## config.mk

```make
export PLATFORM = sky130hd
export DESIGN_NAME = smm_ctrl
export DESIGN_NICKNAME = d
export VERILOG_FILES = /design/src/rtl/core/smm_pkg.sv /design/src/rtl/core/smm_ctrl.sv
export SDC_FILE = /design/constraint.sdc
export NUM_CORES = 1
export LEC_CHECK = 0
export ABC_AREA = 1
export BUFFER_PORTS_ARGS = -buffer_cell sky130_fd_sc_hd__buf_4
export CAP_MARGIN = 20
export CELL_PAD_IN_SITES_DETAIL_PLACEMENT = 0
export CELL_PAD_IN_SITES_GLOBAL_PLACEMENT = 2
export CORE_MARGIN = 5
export CORE_UTILIZATION = 21
export CTS_BUF_LIST = sky130_fd_sc_hd__clkbuf_8 sky130_fd_sc_hd__clkbuf_16
export DETAILED_ROUTE_END_ITERATION = 8
export HOLD_SLACK_MARGIN = 0.15
export PLACE_DENSITY_LB_ADDON = 0.12
export RECOVER_POWER = 25
export SLEW_MARGIN = 10
export SYNTH_ARGS = -nofsm -noshare
export SYNTH_HDL_FRONTEND = slang
export SYNTH_SLANG_ARGS = --single-unit
```

## constraint.sdc

```tcl
create_clock -name clk -period 1.5 [get_ports clk]
set_input_delay 0.225 -clock clk [delete_from_list [all_inputs] [get_ports clk]]
set_output_delay 0.225 -clock clk [all_outputs]
set_load 0.005 [all_outputs]
```

## src/rtl/core/smm_pkg.sv

```systemverilog
// Shared constants, codes and controller/datapath interface types for the matrix square block.
package smm_pkg;

    // Matrix geometry and arithmetic widths
    localparam int MAX_SIZE = 64;
    localparam int IDX_W    = $clog2(MAX_SIZE);
    localparam int SIZE_W   = IDX_W + 1;
    localparam int ADDR_W   = 2 * IDX_W;
    localparam int DEPTH    = MAX_SIZE * MAX_SIZE;
    localparam int ELEM_W   = 16;
    localparam int PROD_W   = 2 * ELEM_W;
    localparam int ACC_W    = 40;
    localparam int SIZE_RST = 64;

    // Stream payload widths
    localparam int S_DATA_W = 32;
    localparam int M_DATA_W = 56;

    // Operation codes carried in the slave tuser
    localparam logic OP_LOAD  = 1'b0;
    localparam logic OP_QUERY = 1'b1;

    typedef enum logic [2:0] {
        ST_IDLE,
        ST_RUN,
        ST_DRAIN,
        ST_RESULT
    } state_t;

    // Controller to datapath
    typedef struct packed {
        logic load;         // write the incoming element
        logic start;        // latch query, clear accumulator and index
        logic issue;        // read one row/column pair, step the index
        logic result_load;  // move the sum into the output register
    } cmd_t;

    // Datapath to controller
    typedef struct packed {
        logic err;          // latched query is out of range
        logic k_last;       // current index is the last one of the row
        logic out_free;     // output register can take a result this cycle
    } stat_t;

endpackage

```

## src/rtl/core/smm_ctrl.sv

```systemverilog
// Sequencer for load and query transfers of the matrix square block.
module smm_ctrl
    import smm_pkg::*;
(
    input  logic   clk,
    input  logic   rst_n,
    input  logic   s_tvalid,
    input  logic   s_op,
    input  stat_t  stat,
    output logic   s_tready,
    output cmd_t   cmd
);

    state_t state_reg;
    state_t state_next;
    logic   drain_reg;
    logic   drain_next;

    // State and drain counter registers
    always_ff @(posedge clk or negedge rst_n)
    begin
        if (!rst_n)
        begin
            state_reg <= ST_IDLE;
            drain_reg <= 1'b0;
        end
        else
        begin
            state_reg <= state_next;
            drain_reg <= drain_next;
        end
    end

    // Next state
    always_comb
    begin
        state_next = state_reg;
        drain_next = drain_reg;
        unique case (state_reg)
            ST_IDLE:
            begin
                if (s_tvalid && (s_op == OP_QUERY))
                begin
                    state_next = ST_RUN;
                end
            end
            ST_RUN:
            begin
                if (stat.err)
                begin
                    state_next = ST_RESULT;
                end
                else if (stat.k_last)
                begin
                    state_next = ST_DRAIN;
                    drain_next = 1'b0;
                end
            end
            ST_DRAIN:
            begin
                // read and multiply stages still in flight
                if (drain_reg)
                begin
                    state_next = ST_RESULT;
                end
                drain_next = 1'b1;
            end
            ST_RESULT:
            begin
                if (stat.out_free)
                begin
                    state_next = ST_IDLE;
                end
            end
            default:
            begin
                state_next = ST_IDLE;
            end
        endcase
    end

    // Outputs
    always_comb
    begin
        s_tready        = 1'b0;
        cmd.load        = 1'b0;
        cmd.start       = 1'b0;
        cmd.issue       = 1'b0;
        cmd.result_load = 1'b0;
        unique case (state_reg)
            ST_IDLE:
            begin
                s_tready  = 1'b1;
                cmd.load  = s_tvalid && (s_op == OP_LOAD);
                cmd.start = s_tvalid && (s_op == OP_QUERY);
            end
            ST_RUN:
            begin
                cmd.issue = !stat.err;
            end
            ST_DRAIN:
            begin
            end
            ST_RESULT:
            begin
                cmd.result_load = stat.out_free;
            end
            default:
            begin
            end
        endcase
    end

endmodule

```

==> summary.md <==
| Metric | Value |
|---|---|
| Via count | 297 |
| Clk pin slew, worst setup/hold paths | roughly 0.03 ns |
| Final hold vios | 0 |
| Max_cap viols | 0 |
| Worst vdd ir | around 0.00065 V |
| DR vias/cell | around 4 |
| Commonest cells after routing, fill and taps aside | nand2_1 (14), buf_4 (10), inv_1 (9), nor2_1 (5), ha_1 (4) |
| Worst Path Max Fanout | 5 |
| Die area | approximately 2200 um2 |
| Cells after DPL | 69 |
| Clock sinks | 3 |
| CTS tree | built |
| Commonest non-fill, non-tap cell in the layout | nand2_1 |
| IO Count | 12 |
| DRT antenna net count | 0 |
| Buf/Inv on CP | 3 |
| Initial antenna violation count | 0 |
| Worst-path cell chain | inv_1, ha_4, inv_1, nor2_1, buf_4 |
| Max reg flops | 2 |
| Syn Area/Cell | about 6.8 um2 |
| Clk_skew | around 0.0037 ns |
| Status | completed |
| First-pass GRT wire length | around 1100 um |
| Rows | 13 |
| Hold Path Class | in -> reg |
| GR Overflow Total | 0 |
| Core area | between 1000 and 1500 um2 |
| Worst slew pin tran | roughly 0.17 ns |
| FMAX | 0.7013 GHz |
| Critical path required time | 1.27 ns |
| Setup TNS | 0 ns |
| DRC viols | 0 |
| RSZ-0062 raised after global routing | false |
| Die Wd | about 47 um |
| Die height | approximately 47 um |
| Cts bufs inserted | 3 |
| Most frequent CP cell | inv_1 |
| Placed cell area | between 300 and 400 um2 |
| Largest net degree at the start of global routing | 6 |
| WL/cell | just under 10 um |
| Post-Syn Instances | 43 |
| Final Cycle Share | 95.06% |
| Share of layout cells above drive strength 1 | 28.81% |
| Setup crit end kind | output port |
| CP peak stage delay | 0.40 ns |
| Post-synth cell types | 11 |
| Synth area leaders | dfrtp_1 (26%), ha_1 (21%), nand2_1 (18%), inv_1 (10%), nor2_1 (6.4%) |
| PortBufs | 11 |
| Synthesized Nets | 55 |
| Final min period | between 1 and 1.5 ns |
| Power per cell area | ~1800 nW/um2 |
| Yosys top cell by area | dfrtp_1 |
| Delay-heaviest family, CP | flip-flops |
| Synth top area share | 25.75% |
| Synth Register Bits | 3 |
| Slew headroom | between 80% and 90% |
| Vias in the first global route | around 280 |
| Area grow syn2layout | 56.65% |
| CP max stage cell | dfrtp_1 |
| H-tree levels | 1 |
| LEAKAGE | approximately 0.27 nW |
| Endpoints failing setup | 0 |
| Clk buf depth | 2 |
| Setup Crit Path Kind | reg -> out |
| 1st-pass router iterations | 4 |
| Finished Cell Area | 456.7 um2 |
| Detail Placement HPWL | between 500 and 600 um |
| Cell Area, Synth | about 290 um2 |
| CTS Root Cell | clkbuf_8 |
| Max-slew violation count | 0 |
| Synthesis warning total | 0 |
| Routed WL | between 700 and 800 um |
| Layout Cells excl Fill | 74 |
| Setup crit start kind | flip-flop |
| Clk_lat worst skew | between 0.2 and 0.25 ns |
| Total GRT Usage | between 7 and 8% |
| Number of diodes | 0 |
| Initial DRC count | 8 |
| # fillers | 149 |
| Register area share after synthesis | between 20% and 30% |
| Layout net count | 72 |
| Initial Util | about 22% |
| GPL Wtd Cong | 0.7117 |
| WP data arrival | about 1.2 ns |
==> worst register-to-register path, stage by stage (launching register included) <==
cell and delay [ns]:
dfrtp_1 0.38, inv_1 0.12, ha_1 0.25, nand2_1 0.10
nand2_2 0.07, o21bai_1 0.15, nand2_1 0.06
==> through the flow <==
step | setup slack, ns | hold WS, ns | utilization (%) | power [W]
floorplan | 0.3679 | -0.07059 | - | 0.0004454
global placement | 0.2670 | 0.01403 | 30.19 | 0.0005907
detailed placement | 0.2487 | 0.01644 | 30.19 | 0.0005818
CTS | 0.01035 | 0.3384 | 34.42 | 0.0008175
global route | 0.002211 | 0.3824 | 35.10 | 0.0009452
finish | 0.07404 | 0.3456 | 35.10 | 0.0008423
==> Yosys cell counts <==
cell type	number
nand3_1	1
nand2_2	2
o21bai_1	2
nand2_1	14
a21oi_1	1
inv_1	8
a22o_1	1
ha_1	5
nor2_2	1
dfrtp_1	3
nor2_1	5
==> layout make-up <==
cell class | instances | area, um2 | area share (%)
clock buffer | 3 | 41.29 | 9.041
tap | 15 | 18.77 | 4.110
multi-input combinational | 32 | 198.9 | 43.56
inverter | 8 | 30.03 | 6.575
sequential | 3 | 75.07 | 16.44
clock inverter | 1 | 3.754 | 0.8219
timing repair buffer | 12 | 88.84 | 19.45
==> worst paths after layout <==
path,endpoint,cells after the start,slack (ns),startpoint
setup / recovery,cmd[2],5,0.07,state_reg[0]$_DFFE_PN0P_
hold / removal,drain_reg$_DFFE_PN0P_,4,0.35,stat[1]
setup reg to reg,state_reg[0]$_DFFE_PN0P_,6,0.24,state_reg[0]$_DFFE_PN0P_
hold reg to reg,drain_reg$_DFFE_PN0P_,1,0.51,drain_reg$_DFFE_PN0P_
max in group asynchronous,state_reg[0]$_DFFE_PN0P_,2,0.98,rst_n
min in group asynchronous,drain_reg$_DFFE_PN0P_,2,0.36,rst_n
==> cell families after synthesis <==
group / after synthesis / share of synthesized area, %
buffers and inverters: 8 / 10.30
adders and majority gates: 5 / 21.46
AOI/OAI and AO/OA: 4 / 9.869
and+or+nand+nor: 23 / 32.62
DFF: 3 / 25.75
==> routing by layer <==
layer / vias up / share of wire (%) / track usage, %
li1: 161 / - / -
met1: 128 / 41 / 8.824
met2: 8 / 51 / 11.23
met3: 0 / 7.6 / 5.747
met4: 0 / 0 / 3.315
met5: - / 0 / 0
==> power breakdown <==
group	switching [W]	total, W	leakage, nW	internal [W]
clock	0.0000493	0.000223	0.0269	0.000174
combinational	0.000245	0.000467	0.205	0.000222
sequential	0.0000311	0.000152	0.0342	0.000121
total	0.000326	0.000842	0.266	0.000517
==> timing repair <==
action                                  4_1_cts  5_1_grt
setup buffers                                 0        0
gates resized for setup                       0        2
hold endpoints to repair                      3        0
endpoints found under the setup margin        0        2
hold buffers                                  1        0
(Power assumes the default switching activity.)
